$ cat src/sv/iprt_pkg.sv
// shared types and constants for the ipv4 route table lookup
`timescale 1ns / 1ps

package iprt_pkg;

    localparam int DEF_TABLE_DEPTH = 16;

    localparam int ADDR_W  = 32;
    localparam int IFACE_W = 2;
    localparam int COST_W  = 14;

    // routes at or above this metric are never chosen
    localparam logic [COST_W-1:0] COST_LIMIT = COST_W'(9999);

    typedef enum logic {
        OP_ADD    = 1'b0,
        OP_LOOKUP = 1'b1
    } route_op_t;

    typedef enum logic [1:0] {
        ST_ADDED = 2'd0,
        ST_FULL  = 2'd1,
        ST_HIT   = 2'd2,
        ST_MISS  = 2'd3
    } route_status_t;

    typedef struct packed {
        logic [ADDR_W-1:0]  dest;
        logic [ADDR_W-1:0]  mask;
        logic [ADDR_W-1:0]  gateway;
        logic [IFACE_W-1:0] iface;
        logic [COST_W-1:0]  cost;
    } entry_t;

    typedef struct packed {
        logic clear;
        logic step;
    } match_ctl_t;

    typedef struct packed {
        logic   found;
        entry_t entry;
    } match_res_t;

endpackage

$ cat src/sv/ipv4_route_table_lookup.sv
// ipv4 route table: an add's result is registered at the accepting edge
// a lookup of a table holding n routes reads them in state SCAN, one entry per cycle,
// through the single read port of the table memory and the shared compare unit
// then passes DRAIN and DONE; a lookup on an empty table misses at the accepting edge
// one item at a time: the input stalls until the result has been loaded
// reset (rst_n, asynchronous, active low) empties the table and the output register
`timescale 1ns / 1ps

module ipv4_route_table_lookup #(
    parameter int TABLE_DEPTH = iprt_pkg::DEF_TABLE_DEPTH
) (
    input  logic                          clk,
    input  logic                          rst_n,
    input  logic                          in_valid,
    output logic                          in_stall,
    input  logic                          operation,
    input  logic [iprt_pkg::ADDR_W-1:0]   dest_addr,
    input  logic [iprt_pkg::ADDR_W-1:0]   net_mask,
    input  logic [iprt_pkg::ADDR_W-1:0]   next_hop,
    input  logic [iprt_pkg::IFACE_W-1:0]  iface_index,
    input  logic [iprt_pkg::COST_W-1:0]   route_cost,
    output logic                          out_valid,
    input  logic                          out_stall,
    output logic [1:0]                    status,
    output logic [iprt_pkg::ADDR_W-1:0]   hit_gateway,
    output logic [iprt_pkg::IFACE_W-1:0]  hit_iface,
    output logic [iprt_pkg::COST_W-1:0]   hit_cost,
    output logic [iprt_pkg::ADDR_W-1:0]   hit_dest,
    output logic [iprt_pkg::ADDR_W-1:0]   hit_mask
);
    import iprt_pkg::*;

    localparam int IDX_W = (TABLE_DEPTH > 1) ? $clog2(TABLE_DEPTH) : 1;
    localparam int CNT_W = $clog2(TABLE_DEPTH + 1);
    localparam logic [CNT_W-1:0] FULL_COUNT = CNT_W'(TABLE_DEPTH);

    typedef enum logic [1:0] {
        IDLE,
        SCAN,
        DRAIN,
        DONE
    } state_t;

    state_t            state_reg, state_next;
    logic [CNT_W-1:0]  count_reg, count_next;
    logic [IDX_W-1:0]  idx_reg, idx_next;
    logic              step_reg, step_next;
    logic [ADDR_W-1:0] addr_reg, addr_next;
    logic              out_valid_reg, out_valid_next;
    logic [1:0]        status_reg, status_next;
    entry_t            out_entry_reg, out_entry_next;

    logic       accept;
    logic       out_free;
    logic       wr_en;
    entry_t     new_entry;
    entry_t     rd_data;
    match_ctl_t mctl;
    match_res_t mres;
    logic       last_issue;

    assign out_free = !out_valid_reg || !out_stall;
    assign in_stall = (state_reg != IDLE) || !out_free;
    assign accept   = in_valid && !in_stall;

    assign new_entry.dest    = dest_addr;
    assign new_entry.mask    = net_mask;
    assign new_entry.gateway = next_hop;
    assign new_entry.iface   = iface_index;
    assign new_entry.cost    = route_cost;

    assign wr_en = accept && (operation == OP_ADD) && (count_reg != FULL_COUNT);

    assign last_issue = (CNT_W'(idx_reg) + CNT_W'(1)) == count_reg;

    assign mctl.clear = accept && (operation == OP_LOOKUP);
    assign mctl.step  = step_reg;

    iprt_table_mem #(
        .DEPTH (TABLE_DEPTH),
        .IDX_W (IDX_W)
    ) u_mem (
        .clk     (clk),
        .wr_en   (wr_en),
        .wr_addr (count_reg[IDX_W-1:0]),
        .wr_data (new_entry),
        .rd_addr (idx_reg),
        .rd_data (rd_data)
    );

    iprt_match_unit u_match (
        .clk   (clk),
        .rst_n (rst_n),
        .ctl   (mctl),
        .addr  (addr_reg),
        .entry (rd_data),
        .res   (mres)
    );

    always_comb
    begin
        state_next     = state_reg;
        count_next     = count_reg;
        idx_next       = idx_reg;
        step_next      = 1'b0;
        addr_next      = addr_reg;
        out_valid_next = out_valid_reg;
        status_next    = status_reg;
        out_entry_next = out_entry_reg;

        if (out_valid_reg && !out_stall)
        begin
            out_valid_next = 1'b0;
        end

        case (state_reg)
            IDLE:
            begin
                if (accept)
                begin
                    if (operation == OP_ADD)
                    begin
                        out_valid_next = 1'b1;
                        out_entry_next = '0;
                        if (count_reg == FULL_COUNT)
                        begin
                            status_next = ST_FULL;
                        end
                        else
                        begin
                            status_next = ST_ADDED;
                            count_next  = count_reg + CNT_W'(1);
                        end
                    end
                    else if (count_reg == '0)
                    begin
                        out_valid_next = 1'b1;
                        status_next    = ST_MISS;
                        out_entry_next = '0;
                    end
                    else
                    begin
                        addr_next  = dest_addr;
                        idx_next   = '0;
                        state_next = SCAN;
                    end
                end
            end
            SCAN:
            begin
                // read issued this cycle is compared in the next one
                step_next = 1'b1;
                if (last_issue)
                begin
                    state_next = DRAIN;
                end
                else
                begin
                    idx_next = idx_reg + IDX_W'(1);
                end
            end
            DRAIN:
            begin
                state_next = DONE;
            end
            DONE:
            begin
                out_valid_next = 1'b1;
                if (mres.found)
                begin
                    status_next    = ST_HIT;
                    out_entry_next = mres.entry;
                end
                else
                begin
                    status_next    = ST_MISS;
                    out_entry_next = '0;
                end
                state_next = IDLE;
            end
            default:
            begin
                state_next = IDLE;
            end
        endcase
    end

    always_ff @(posedge clk or negedge rst_n)
    begin
        if (!rst_n)
        begin
            state_reg     <= IDLE;
            count_reg     <= '0;
            idx_reg       <= '0;
            step_reg      <= 1'b0;
            addr_reg      <= '0;
            out_valid_reg <= 1'b0;
            status_reg    <= ST_ADDED;
            out_entry_reg <= '0;
        end
        else
        begin
            state_reg     <= state_next;
            count_reg     <= count_next;
            idx_reg       <= idx_next;
            step_reg      <= step_next;
            addr_reg      <= addr_next;
            out_valid_reg <= out_valid_next;
            status_reg    <= status_next;
            out_entry_reg <= out_entry_next;
        end
    end

    assign out_valid   = out_valid_reg;
    assign status      = status_reg;
    assign hit_gateway = out_entry_reg.gateway;
    assign hit_iface   = out_entry_reg.iface;
    assign hit_cost    = out_entry_reg.cost;
    assign hit_dest    = out_entry_reg.dest;
    assign hit_mask    = out_entry_reg.mask;

`ifndef ASSERT_OFF
    a_count_bound: assert property (@(posedge clk) disable iff (!rst_n)
        count_reg <= FULL_COUNT)
        else $error("route count beyond table depth");

    a_busy_stalls: assert property (@(posedge clk) disable iff (!rst_n)
        (state_reg != IDLE) |-> in_stall)
        else $error("input not stalled during a scan");

    a_add_counts: assert property (@(posedge clk) disable iff (!rst_n)
        (accept && (operation == OP_ADD) && (count_reg != FULL_COUNT))
        |=> (count_reg == $past(count_reg) + CNT_W'(1)) && out_valid_reg
            && (status_reg == ST_ADDED))
        else $error("add not recorded");

    a_hit_cost: assert property (@(posedge clk) disable iff (!rst_n)
        (out_valid_reg && (status_reg == ST_HIT)) |-> (out_entry_reg.cost < COST_LIMIT))
        else $error("chosen route above metric limit");

    a_miss_zero: assert property (@(posedge clk) disable iff (!rst_n)
        (out_valid_reg && (status_reg != ST_HIT)) |-> (out_entry_reg == '0))
        else $error("non-hit result carries route fields");
`endif

endmodule

$ cat src/sv/iprt_table_mem.sv
// route table storage, one write port and one registered read port
`timescale 1ns / 1ps

module iprt_table_mem #(
    parameter int DEPTH = 16,
    parameter int IDX_W = 4
) (
    input  logic              clk,
    input  logic              wr_en,
    input  logic [IDX_W-1:0]  wr_addr,
    input  iprt_pkg::entry_t  wr_data,
    input  logic [IDX_W-1:0]  rd_addr,
    output iprt_pkg::entry_t  rd_data
);
    import iprt_pkg::*;

    entry_t mem [DEPTH];
    entry_t rd_data_reg;

    always_ff @(posedge clk)
    begin
        if (wr_en)
        begin
            mem[wr_addr] <= wr_data;
        end
    end

    always_ff @(posedge clk)
    begin
        rd_data_reg <= mem[rd_addr];
    end

    assign rd_data = rd_data_reg;

endmodule

$ cat src/sv/iprt_match_unit.sv
// shared match and compare unit, keeps the best route seen during a scan
`timescale 1ns / 1ps

module iprt_match_unit (
    input  logic                         clk,
    input  logic                         rst_n,
    input  iprt_pkg::match_ctl_t         ctl,
    input  logic [iprt_pkg::ADDR_W-1:0]  addr,
    input  iprt_pkg::entry_t             entry,
    output iprt_pkg::match_res_t         res
);
    import iprt_pkg::*;

    logic              found_reg;
    logic [COST_W-1:0] best_cost_reg;
    entry_t            best_entry_reg;
    logic              hit;
    logic              better;

    assign hit    = ((addr ^ entry.dest) & entry.mask) == '0;
    // strict less-than keeps the earliest of equal metrics
    assign better = ctl.step && hit && (entry.cost < best_cost_reg);

    always_ff @(posedge clk or negedge rst_n)
    begin
        if (!rst_n)
        begin
            found_reg     <= 1'b0;
            best_cost_reg <= COST_LIMIT;
        end
        else if (ctl.clear)
        begin
            found_reg     <= 1'b0;
            best_cost_reg <= COST_LIMIT;
        end
        else if (better)
        begin
            found_reg     <= 1'b1;
            best_cost_reg <= entry.cost;
        end
    end

    always_ff @(posedge clk)
    begin
        if (better)
        begin
            best_entry_reg <= entry;
        end
    end

    assign res.found = found_reg;
    assign res.entry = best_entry_reg;

endmodule

$ cat config.mk
export PLATFORM = sky130hd
export DESIGN_NAME = ipv4_route_table_lookup
export DESIGN_NICKNAME = d
export VERILOG_FILES = /design/src/sv/iprt_pkg.sv /design/src/sv/ipv4_route_table_lookup.sv /design/src/sv/iprt_table_mem.sv /design/src/sv/iprt_match_unit.sv
export SDC_FILE = /design/constraint.sdc
export NUM_CORES = 2
export LEC_CHECK = 0
export ABC_AREA = 1
export BUFFER_PORTS_ARGS = -buffer_cell sky130_fd_sc_hd__buf_2
export CORE_MARGIN = 5
export CORE_UTILIZATION = 55
export CTS_CLUSTER_SIZE = 12
export DETAILED_ROUTE_END_ITERATION = 16
export HOLD_SLACK_MARGIN = 0.05
export PLACE_DENSITY = 0.7
export RECOVER_POWER = 25
export SLEW_MARGIN = 20
export SYNTH_ARGS = -nofsm -noshare
export SYNTH_HDL_FRONTEND = slang
export SYNTH_SLANG_ARGS = --single-unit
$ cat constraint.sdc
create_clock -name clk -period 14 [get_ports clk]
set_clock_uncertainty 0.05 [all_clocks]
set_input_delay 2.1 -clock clk [delete_from_list [all_inputs] [get_ports clk]]
set_output_delay 2.1 -clock clk [all_outputs]
set_load 0.01 [all_outputs]
==> impl_results.md <==
* Status: finished, final reports clean
* Slew HR at 22.3%
* FF+latch count, synth at 2190
* Placed cells at slightly above 8000
* Clock Sinks at roughly 2200
* PostCTS Resize Cnt at 0
* Core area at 150000 um^2
* Grt ovf at 0
* CP Depth at 10
* Clk pin slew, worst setup/hold paths at approximately 60 ps
* Die area at about 160000 um^2
* Largest register FFs at about 1800
* Layout cell share with drive strength beyond 1 at 9.44%
* CP arrival at between 5000 and 6000 ps
* Worst Setup SP: out_stall
* Hold path cells at 0
* Synth Warn # at 0
* Switching Fraction at a little under a third
* Die X at 398 um
* Worst-path cell chain: buf_2, nand2_1, nand2_1, nor2_1, inv_1, nor2_4, nand2_1, nor2_4, buf_4, buf_4
* Combinational power share at a little under a fifth
* Setup repair bufs after CTS at 0
* TritonCTS Buffers at roughly 210
* Min Hold Slack at approximately 350 ps
* Fin Setup TNS at 0 ps
* Initial core utilization at between 50 and 60%
* Largest cells by area after synthesis: edfxtp_1, nand2_1, dfrtp_1
* Tmin final at approximately 5200 ps
* Post-DP HPWL at 115000 um
* Num rows at 142
* Final Cell Area at ~92000 um^2
* Cell Area, Placed at 85400 um^2
* Sequential power share at 49.3%
* Post-route ant nets at 0
* Final RePlAce weighted congestion at 0.833
* Final worst path period share at 37.0%
* Post-Syn Area at 82900 um^2
* CP peak stage delay at 800 ps
* Worst hold start: u_mem.rd_data[19]
* Largest area contributor in the netlist: edfxtp_1
* Lkg Pwr at ~32 nW
* Sequential element share of the synthesized area at a little under 80%
* Vias/cell at just over 6
* Post-Route Utilization at ~61%
* Clk pwr share at 32.2%
* Slew @ Worst Pin at roughly 1200 ps
* Tot GR Track Use at 26.7%
* Htree depth at 4
* Fmax at between 150 and 200 MHz
* Reg2Reg Depth at 12
* CTS Buffer Depth at 3
* First-pass GRT wire length at approximately 320000 um
* Setup crit end kind: register
* Startpoint Class: primary input
* 1st-pass router iterations at 6
* Finished Layout Cells at about 8400
* CP Max Fanout at approximately 50
* Number of global-route vias before repair at between 40000 and 50000
* Post-synth top area share at between 60 and 70%
* Io pins at 233
* Internal cell power at 0.0113 W
* Routed WL per cell at between 20 and 30 um
* Endpoints failing hold at 0
* Vias at approximately 51000
* CTS tree: built
* Largest delay share family, worst path: buffers and inverters
* Post-CTS Hold Buffers at 0
* Final Max Tran Viols at 0
* HP Class: reg2reg
* Kind of critical path: in2reg
* Clk_lat worst skew at approximately 840 ps
* Max rail drop VDD at 0.000158 V
* Post-synth cell types at 39
* Reg-to-Reg Start: idx_reg[1]
* Critical Path RT at around 14000 ps
* Root Buffer: clkbuf_16
* Largest net degree at the start of global routing at around 230
* Routed wire length at 213000 um
* Die H at ~400 um
* Detailed router's first-iteration violation count at between 6000 and 7000
* Cells after Synth at 6117
* Remaining DRCs at 0
* IO Port Bufs at ~230
* Synth-to-Final Area Change at 10.6%
* Filler cell count at 11000
* Mean Syn Cell Area at ~14 um^2
* Syn Nets at 6257
* RSZ-0062 raised after global routing: no
* CP max stage cell: buf_4
* Pwr Density at 177 nW/um^2
* Fin nets at between 6000 and 7000
* CP most frequent cell: nand2_1
* Psw at 0.00494 W
* # setup viols final at 0
* Initial antenna violation count at 36
* WP buf/inv at 4
* Max cap viols at 0
## cell usage after synthesis (all sizes together)
library cell  instances
nand3               254
xnor2                 1
o2111ai               3
nor2                511
o22ai               136
clkinv                1
o221ai               62
edfxtp             1904
dfxtp               112
nand4                71
buf                 225
o21ai               761
dfstp                 8
dfrtp               166
xor2                  6
o211ai                1
clkbuf              166
inv                 108
nand2              1153
ha                   23
a21oi               275
a221oi              135
o221a                27
or2                   8
## power groups by stage
stage | Clock, W | Combinational [W] | Sequential [W]
2_1_floorplan | 0 | 0.00207 | 0.00789
3_3_place_gp | 0 | 0.00288 | 0.00810
3_5_place_dp | 0 | 0.00295 | 0.00811
4_1_cts | 0.00528 | 0.00297 | 0.00797
5_1_grt | 0.00558 | 0.00330 | 0.00802
6_report | 0.00522 | 0.00300 | 0.00799
## cells by family after synthesis
group / share of synthesized area, %
flops: 77.0
simple gates: 9.75
compound gates: 9.97
buf+inv: 2.90
fa+ha+maj: 0.347
xor+xnor: 0.0740
## routing by layer
layer	wire length [um]	global-route usage (%)	up-vias
met3	22400	5.55	344
li1	-	-	22700
met4	5540	8.01	8
met1	88100	39.3	25400
met5	49	0	-
met2	96500	40.6	2677
## area by class of cell
class                      count  area [um^2]  area share, %
antenna                       16         40.0         0.0437
clock buffer                 357         6000           6.55
clock inverter                28          233          0.254
inverter                     109          450          0.491
multi-input combinational   3427        16800           18.4
sequential                  2190        63800           69.6
tap                         2016         2520           2.75
timing repair buffer         306         1770           1.93
## worst reg2reg max path, stage by stage (launching register included)
cell	delay [ps]
dfrtp_4	910
buf_4	760
nand2_8	620
inv_4	1100
buf_4	600
nand3_1	130
nand2_1	140
xor2_1	240
nand2_1	160
nand2_1	90
nand2_1	100
nand2_1	90
o21ai_1	70
## layout by cell type, fill, tap and decap left out, drive strengths merged
cell type	instances
a21oi	275
a221oi	135
buf	241
clkbuf	422
clkinv	18
dfrtp	166
dfstp	8
dfxtp	112
diode	16
edfxtp	1904
ha	23
inv	119
nand2	1153
nand3	254
nand4	71
nor2	511
o2111ai	3
o211ai	1
o21ai	761
o221a	27
o221ai	62
o22ai	136
or2	8
xnor2	1
xor2	6
## through the flow
stage | total power (W) | setup slack, ps
after detailed placement | 0.0111 | 8040
after global routing | 0.0169 | 8650
final | 0.0162 | 8820
after floorplan | 0.00996 | 5920
after global placement | 0.0110 | 8070
after CTS | 0.0162 | 8920
## path summary, 6_finish.rpt
check / slack [ps] / endpoint
worst min register to register: 350 / u_match.res[19]
worst max-delay path: 8820 / u_mem.mem[13][67]
max in group asynchronous: 11080 / hit_dest[27]
min in group asynchronous: 1290 / hit_cost[11]
worst max register to register: 8840 / state_reg[0]
worst min-delay path: 350 / u_match.res[19]
No activity file was read; power rests on OpenSTA's default activity.
